File: config.mk
export PLATFORM = sky130hd
export DESIGN_NAME = cell_balance_discharge_select_top
export DESIGN_NICKNAME = d
export VERILOG_FILES = /design/src/cbds_pkg.sv /design/src/cbds_cell.sv /design/src/cell_balance_discharge_select_top.sv
export SDC_FILE = /design/constraint.sdc
export NUM_CORES = 2
export LEC_CHECK = 0
export ABC_AREA = 1
export ABC_CLOCK_PERIOD_IN_PS = 17440
export BUFFER_PORTS_ARGS = -buffer_cell sky130_fd_sc_hd__buf_2
export CAP_MARGIN = 0
export CORE_UTILIZATION = 66
export CTS_BUF_LIST = sky130_fd_sc_hd__clkbuf_8
export DETAILED_ROUTE_END_ITERATION = 8
export GPL_TIMING_DRIVEN = 0
export HOLD_SLACK_MARGIN = 0.05
export PLACE_DENSITY_LB_ADDON = 0.15
export SLEW_MARGIN = 20
export SYNTH_ARGS = -nofsm -noshare
export SYNTH_HDL_FRONTEND = slang
export SYNTH_HIERARCHICAL = 1
export SYNTH_SLANG_ARGS = --single-unit
File: constraint.sdc
create_clock -name i_clk -period 17.44 [get_ports i_clk]
set_input_delay 0.872 -clock i_clk [delete_from_list [all_inputs] [get_ports i_clk]]
set_output_delay 0.872 -clock i_clk [all_outputs]
set_load 0.005 [all_outputs]
File: src/cbds_pkg.sv
// Shared types and constants for the cell balance discharge select block.
// Used by every module of the block; depends on nothing.
package cbds_pkg;

    localparam int CELLS  = 6;
    localparam int MV_W   = 13;
    localparam int MOD_W  = 4;
    localparam int CFG_W  = 16;
    localparam int IDX_W  = $clog2(CELLS);
    // Signed excess wide enough for a cell voltage and a full threshold.
    localparam int DIFF_W = CFG_W + 2;
    // One stage per cell, one walk step per stage.
    localparam int LATENCY = CELLS;

    // Configuration register indexes.
    localparam int REG_IDX_W = 4;
    localparam logic [REG_IDX_W-1:0] REG_BALANCE_THRESHOLD = 4'd0;
    localparam logic [REG_IDX_W-1:0] REG_MIN_EXCESS        = 4'd1;

    typedef struct packed {
        logic [MV_W-1:0]  cell_mv_0;
        logic [MV_W-1:0]  cell_mv_1;
        logic [MV_W-1:0]  cell_mv_2;
        logic [MV_W-1:0]  cell_mv_3;
        logic [MV_W-1:0]  cell_mv_4;
        logic [MV_W-1:0]  cell_mv_5;
        logic [MV_W-1:0]  pack_min_mv;
        logic [MOD_W-1:0] module_in;
    } t_in_item;

    typedef struct packed {
        logic [CELLS-1:0] discharge_mask;
        logic [MOD_W-1:0] module_out;
    } t_out_item;

    typedef struct packed {
        logic [CFG_W-1:0] balance_threshold;
        logic [CFG_W-1:0] min_excess_mv;
    } t_cfg;

    // State of one item's walk as it moves down the chain.
    typedef struct packed {
        logic [CELLS-1:0][MV_W-1:0] mv;
        logic [MV_W-1:0]            pack_min_mv;
        logic [MOD_W-1:0]           module_id;
        logic [CELLS-1:0]           visited;
        logic [CELLS-1:0]           mask;
        logic                       active;
    } t_walk;

endpackage

File: src/cbds_cell.sv
// One step of the discharge walk: picks the highest unvisited cell and decides it.
// Depends on cbds_pkg.
module cbds_cell (
    input  logic            i_clk,
    input  logic            i_rst_n,
    input  cbds_pkg::t_cfg  i_cfg,
    input  logic            i_valid,
    input  cbds_pkg::t_walk i_walk,
    output logic            o_valid,
    output cbds_pkg::t_walk o_walk
);

    logic                                r_valid;
    cbds_pkg::t_walk                     r_walk;
    cbds_pkg::t_walk                     n_walk;
    logic [cbds_pkg::MV_W-1:0]           best_val;
    logic [cbds_pkg::IDX_W-1:0]          best_idx;
    logic [cbds_pkg::CELLS-1:0]          neigh;
    logic signed [cbds_pkg::DIFF_W-1:0]  excess;
    logic                                take;
    logic                                diff_ok;

    // Highest unvisited nonzero cell; strict compare keeps the lower index on ties.
    always_comb begin
        best_val = '0;
        best_idx = '0;
        for (int j = 0; j < cbds_pkg::CELLS; j++) begin
            if (!i_walk.visited[j] && (i_walk.mv[j] > best_val)) begin
                best_val = i_walk.mv[j];
                best_idx = cbds_pkg::IDX_W'(j);
            end
        end
    end

    // Stop conditions, neighbor check and signed excess over the pack minimum.
    assign take    = i_walk.active && (best_val != '0) &&
                     (cbds_pkg::CFG_W'(best_val) >= i_cfg.balance_threshold);
    assign neigh   = (i_walk.mask << 1) | (i_walk.mask >> 1);
    assign excess  = $signed(cbds_pkg::DIFF_W'(best_val)) -
                     $signed(cbds_pkg::DIFF_W'(i_walk.pack_min_mv));
    assign diff_ok = excess >= $signed(cbds_pkg::DIFF_W'(i_cfg.min_excess_mv));

    // Next walk state handed to the following cell.
    always_comb begin
        n_walk = i_walk;
        if (take) begin
            n_walk.visited[best_idx] = 1'b1;
            if (!neigh[best_idx] && diff_ok) begin
                n_walk.mask[best_idx] = 1'b1;
            end
        end else begin
            n_walk.active = 1'b0;
        end
    end

    // Valid bit is reset; the walk payload is not.
    always_ff @(posedge i_clk) begin
        if (!i_rst_n) begin
            r_valid <= 1'b0;
        end else begin
            r_valid <= i_valid;
        end
    end

    always_ff @(posedge i_clk) begin
        r_walk <= n_walk;
    end

    assign o_valid = r_valid;
    assign o_walk  = r_walk;

endmodule

File: src/cell_balance_discharge_select_top.sv
// Top level of the cell balance discharge select block: config registers and cell chain.
// Depends on cbds_pkg and cbds_cell.
//
//  channel  | handshake                 | payload
//  ---------+---------------------------+------------------------------------
//  item in  | i_start, o_busy (low)     | i_item (cbds_pkg::t_in_item)
//  config   | i_cfg_valid, o_cfg_ready  | i_cfg_index, i_cfg_data
//  result   | o_result_valid (strobe)   | o_result (cbds_pkg::t_out_item)
//
// An item can be accepted every cycle; o_busy is never raised.
// Each result passes through the chain of registered cells, one walk step per cell.
// Synchronous active-low reset clears the stage valid bits and both thresholds.
// The result is a one-cycle strobe; the receiver cannot stall it.
module cell_balance_discharge_select_top (
    input  logic                               i_clk,
    input  logic                               i_rst_n,
    input  logic                               i_start,
    output logic                               o_busy,
    input  cbds_pkg::t_in_item                 i_item,
    input  logic                               i_cfg_valid,
    output logic                               o_cfg_ready,
    input  logic [cbds_pkg::REG_IDX_W-1:0]     i_cfg_index,
    input  logic [cbds_pkg::CFG_W-1:0]         i_cfg_data,
    output logic                               o_result_valid,
    output cbds_pkg::t_out_item                o_result
);

    cbds_pkg::t_cfg  r_cfg;
    cbds_pkg::t_walk walk  [0:cbds_pkg::CELLS];
    logic            valid [0:cbds_pkg::CELLS];

    assign o_busy      = 1'b0;
    assign o_cfg_ready = 1'b1;

    // Threshold registers; writes to unknown indexes are dropped.
    always_ff @(posedge i_clk) begin
        if (!i_rst_n) begin
            r_cfg <= '0;
        end else if (i_cfg_valid && o_cfg_ready) begin
            case (i_cfg_index)
                cbds_pkg::REG_BALANCE_THRESHOLD: begin
                    r_cfg.balance_threshold <= i_cfg_data;
                end
                cbds_pkg::REG_MIN_EXCESS: begin
                    r_cfg.min_excess_mv <= i_cfg_data;
                end
                default: begin
                end
            endcase
        end
    end

    // Initial walk state for an accepted item.
    always_comb begin
        walk[0].mv[0]       = i_item.cell_mv_0;
        walk[0].mv[1]       = i_item.cell_mv_1;
        walk[0].mv[2]       = i_item.cell_mv_2;
        walk[0].mv[3]       = i_item.cell_mv_3;
        walk[0].mv[4]       = i_item.cell_mv_4;
        walk[0].mv[5]       = i_item.cell_mv_5;
        walk[0].pack_min_mv = i_item.pack_min_mv;
        walk[0].module_id   = i_item.module_in;
        walk[0].visited     = '0;
        walk[0].mask        = '0;
        walk[0].active      = 1'b1;
    end
    assign valid[0] = i_start && !o_busy;

    // Chain of identical cells, one walk step each.
    for (genvar k = 0; k < cbds_pkg::CELLS; k++) begin : g_chain
        cbds_cell u_cell (
            .i_clk   (i_clk),
            .i_rst_n (i_rst_n),
            .i_cfg   (r_cfg),
            .i_valid (valid[k]),
            .i_walk  (walk[k]),
            .o_valid (valid[k+1]),
            .o_walk  (walk[k+1])
        );
    end

    // The last cell's registers drive the result directly.
    assign o_result_valid            = valid[cbds_pkg::CELLS];
    assign o_result.discharge_mask   = walk[cbds_pkg::CELLS].mask;
    assign o_result.module_out       = walk[cbds_pkg::CELLS].module_id;

endmodule

-- After elaboration in Yosys (flattened, before gate mapping)
Memories as Yosys holds them, arrays and structs flattened.
Cells that the tools add are included.
- flip-flop bits (word level): 588
- bits of input ports: 119
- output and inout bits: 13
- memories kept: 1
- word-level logic and storage cells: 346
- ROM bits: 8
- memories (memory ; depth ; bits a word ; read ports ; clocked after memory_dff ; write ports ; line ; text):
    (no name shown) ; 8 ; 1 ; 1 ; 0 ; 0 ; cbds_cell.sv:48 ; if (!neigh[best_idx] && diff_ok) begin
- equality and inequality tests: 1
- bitwise operators: 14
- reductions and logical operators: 99
- muxes and demuxes: 100
- order comparisons: 60
- add/sub/neg operators: 6
- operators by type and width (cell ; count):
    13-bit 2-to-1 mux ; 36
    13-bit greater-than comparator ; 30
    18-bit by 17-bit greater-or-equal comparator with 1-bit output ; 6
    13-bit by 16-bit greater-or-equal comparator with 1-bit output ; 6
    13-bit by 13-bit subtractor with 14-bit output ; 6
    13-bit by 1-bit greater-than comparator with 1-bit output, second input constant ; 6
    13-bit nonzero test ; 6
    6-bit OR ; 9
    1-bit logical AND ; 53
    12-bit 2-to-1 mux ; 4
    1-bit zero test ; 36
    3-bit 2-to-1 mux ; 12
    6-bit 2-to-1 mux ; 6
    6-bit by 5-bit OR with 6-bit output ; 5
    3-bit by 4-bit less-than comparator with 1-bit output, second input constant ; 6
    2-bit 2-to-1 mux ; 12
    1-bit 2-to-1 mux ; 19
    1-bit demux with 3-bit select ; 6
    3-bit by 1-bit greater-or-equal comparator with 1-bit output, second input constant ; 6
    1-bit binary-select mux with 3-bit select ; 5
    2-bit AND reduction ; 3
    4-bit by 1-bit equality test with 1-bit output, second input constant ; 1
    4-bit zero test ; 1

-- Logic depth before layout (Yosys ltp)
- depth in word-level cells: 25
- mapped depth: 100
- gate-level depth less buffers: 95

-- By module
Netlist, hierarchy kept.
- by module, submodules not included (module ; area an instance (um^2) ; cells each ; instances ; seq. area each (um^2)):
    cbds_cell (g_chain[0].u_cell ...) ; 6682.7 ; 863 ; 2 ; 2182.1
    cbds_cell (g_chain[3].u_cell ...) ; 6622.6 ; 862 ; 2 ; 2182.1
    cbds_cell (g_chain[5].u_cell) ; 6701.4 ; 865 ; 1 ; 2182.1
    cbds_cell (g_chain[1].u_cell) ; 6626.4 ; 870 ; 1 ; 2182.1
    cell_balance_discharge_select_top ; 1662.8 ; 267 ; 1 ; 640.6

-- Worst setup path before layout
OpenSTA, ideal clock, no wires.
- path type: reg-to-reg
- from: register g_chain[0].u_cell.r_walk (netlist bit g_chain[0].u_cell/o_walk[30])
- to: register g_chain[1].u_cell.r_walk (netlist bit g_chain[1].u_cell/o_walk[1])
- arrival time: 12511 ps
- setup slack: 4870 ps
- stages on the path, launching flop included: 95
- data required time: 17381 ps
- buffers on the path: 5
- path through: dfxtp_1 > or2_0 > nor2_1 > nand2_1 > nand2_1 > clkinv_1 > nand2_1 > ha_1 > nand2_1 > inv_1 > nand2_1 > nand2_1 > a21oi_1 > nand2_4 > nand2_4 > clkbuf_1 > nand2_1 > o21ai_0 > [59 not listed] > a21oi_1 > o21bai_1 > a21oi_1 > o21bai_1 > a21oi_1 > inv_1 > a21o_1 > inv_1 > ha_1 > nand2_1 > or4_1 > o2111ai_1 > nand2_1 > a21oi_1 > nand2_1 > nor2_1 > nand3_1 > nand2_1
- RTL lines (item ; line ; text):
    start: declaration ; cbds_cell.sv:14 ; cbds_pkg::t_walk r_walk;
    start signal: assignment ; cbds_cell.sv:66 ; r_walk <= n_walk;
    end signal: assignment ; cbds_cell.sv:66 ;
    end: declaration ; cbds_cell.sv:14 ;

==> results.toml <==
[status]
status = "finished, violations left"
violations = "design-rule violations"

[drt]
drt_iter0_drc = 2452
viasPerCell = 5.414
dr.pass1.iters = 7
detail_route.wl_per_cell_um = 16.57
drcViolationCount = 4
wl_um = 106500
ant_nets = 0
vias = 34810

[global_route]
antenna_found_initial = 2
grt-ovfl-total = 0
first_global_vias = 33100
grt_pass1_wl_um = 165700
grt_max_degree = 13
grt_use_total = 0.3464

[floorplanning]
fp.dieW_um = 246.8
initial_core_util = 0.6686
io_pins = 132
die_area_um2 = 60890
die_y_um = 246.8
coreArea_um2 = 59130
fp-row-count = 89

[clock_tree]
path_clk_slew_ns = 0.06
ctsHoldBuffers = 0
cts_tree = "done"
cts.repair.resized = 0
cts_made_buffers = 93
insertion_delay_ns = 0.69
post_cts_buffers = 0
clockBufferDepth = 3
h-tree-depth = 3
cts_root_buf = "clkbuf_8"
cts_num_sinks = 588

[sta]
rsz0062_at_grt = "false"
slew_headroom = 0.3692
setup_violations = 0
hold_viol = 0
tightest_slew_ns = 0.9376
slew_violations = 0
final_period_minus_worst_setup_slack_ns = 15.52
hold_ws_ns = 0.2915
fmax_ghz = 0.06444
final.period_utilization = 0.8898
finClkSkew_ns = 0.04357
setup_tns_ns = 0

[place]
portBuffers = 128
gp_congestion = 0.9700
dp_hpwl_um = 89600
postPlaceCellArea_um2 = 41220

[critical_path]
crit_fanout = 10
r2r_end = "g_chain[1].u_cell/o_walk[2]$_DFF_P_"
r2r_cells = 94
cpMostUsedCell = "nand2_1"
critPathSlowestCell = "or4_1"
critPathMaxStageDelay_ns = 0.48
path_class = "register to register"
end_kind = "register"
reg2reg_slack_ns = 1.92
critPathTopFamily = "compound AO/OA/AOI/OAI gates"
worst-path-buf-inv = 12
cp_num_cells = 94
cp.required_ns = 18.06
start_kind = "register"
r2r-start = "g_chain[0].u_cell/o_walk[30]$_DFF_P_"
worstPathArrival_ns = 16.14

[min_path]
hp-class = "input port to register"
holdPathStages = 1
worstHoldStart = "i_item[0]"
hold_path_end = "g_chain[0].u_cell/o_walk[13]$_DFF_P_"

[final_layout]
drive_gt1_frac = 0.1183
final_area_um2 = 43290
fill_cells = 4843
multi_input_area_um2 = 23660
seq_area_um2 = 11770
final_util = 0.7321
fin_nets = 6328
area_growth_pct = 9.491

[yosys]
postSynthAreaPerCell_um2 = 7.409
ys_warn_count = 6
netlist_instances = 5336
syn-cell-area_um2 = 39540

[power_and_ir_drop]
p_per_area_nw_per_um2 = 208.5
p_leak_nw = 22.78
ir_worst_vdd_mv = 0.1156

[job]
cap_violations = 0
==> where the power goes <==
part	internal (mW)	leakage [nW]	total [mW]	switching [mW]
sequential	1.44	4.95	1.53	0.0864
clock	0.727	1.16	1.27	0.544
combinational	2.41	16.7	6.23	3.82
total	4.57	22.8	9.02	4.45
==> state kept, by name, indices dropped and copies added, names as in the netlist <==
signal	count
r_cfg	32
g_chain.u_cell/o_walk	550
g_chain.u_cell/o_valid	6
==> area by class of cell <==
type	instances	area share
Inverter	957	0.08298
Tap cell	773	0.02234
Multi-Input combinational cell	3714	0.5465
Buffer	97	0.01364
Timing Repair Buffer	128	0.01480
Clock buffer	114	0.03624
Sequential cell	588	0.2719
Antenna cell	2	0.0001156
Clock inverter	56	0.01145
==> metrics by stage <==
step / cells / total power, mW / worst slack, ns
floorplan: 5356 / 6.230 / 4.870
global placement: 6257 / 7.450 / 2.552
detailed placement: 6257 / 7.660 / 2.342
CTS: 6427 / 8.993 / 2.242
global route: 6429 / 10.01 / 0.5426
finish: 6429 / 9.024 / 1.922
==> worst max path at each step <==
stage	from	end	slack, ns
after floorplan	g_chain[0].u_cell/o_walk[30]$_DFF_P_	g_chain[1].u_cell/o_walk[1]$_DFF_P_	4.87
after global placement	g_chain[0].u_cell/o_walk[30]$_DFF_P_	g_chain[1].u_cell/o_walk[1]$_DFF_P_	2.55
after detailed placement	g_chain[0].u_cell/o_walk[30]$_DFF_P_	g_chain[1].u_cell/o_walk[2]$_DFF_P_	2.34
after CTS	g_chain[0].u_cell/o_walk[30]$_DFF_P_	g_chain[1].u_cell/o_walk[2]$_DFF_P_	2.24
after global routing	g_chain[0].u_cell/o_walk[30]$_DFF_P_	g_chain[1].u_cell/o_walk[2]$_DFF_P_	0.54
final	g_chain[0].u_cell/o_walk[30]$_DFF_P_	g_chain[1].u_cell/o_walk[2]$_DFF_P_	1.92
==> cells in the final DEF, fill, tap and decap left out, types with 26 or more instances in the layout <==
| master | instances |
|---|---|
| nand3_2 | 90 |
| clkbuf_1 | 37 |
| or2_2 | 44 |
| nand2_2 | 111 |
| and2_1 | 77 |
| xor2_1 | 42 |
| nor2_1 | 268 |
| a21oi_1 | 231 |
| o21bai_1 | 26 |
| inv_1 | 966 |
| nand2_4 | 27 |
| dfxtp_1 | 588 |
| o21ai_0 | 240 |
| buf_2 | 156 |
| nand3_1 | 378 |
| nand2_1 | 1146 |
| ha_1 | 624 |
| nand3b_1 | 31 |
| a211oi_1 | 36 |
| clkbuf_8 | 114 |
| nand4_1 | 84 |
==> layer usage <==
layer  GRT usage  up-vias  wire length, um
li1            -    17680                -
met3     0.03473      280             6085
met2      0.5791     1079            48650
met5           0        -                0
met1      0.4468    15760            47050
met4      0.1649        0             4755
No activity file was read; power rests on OpenSTA's default activity.
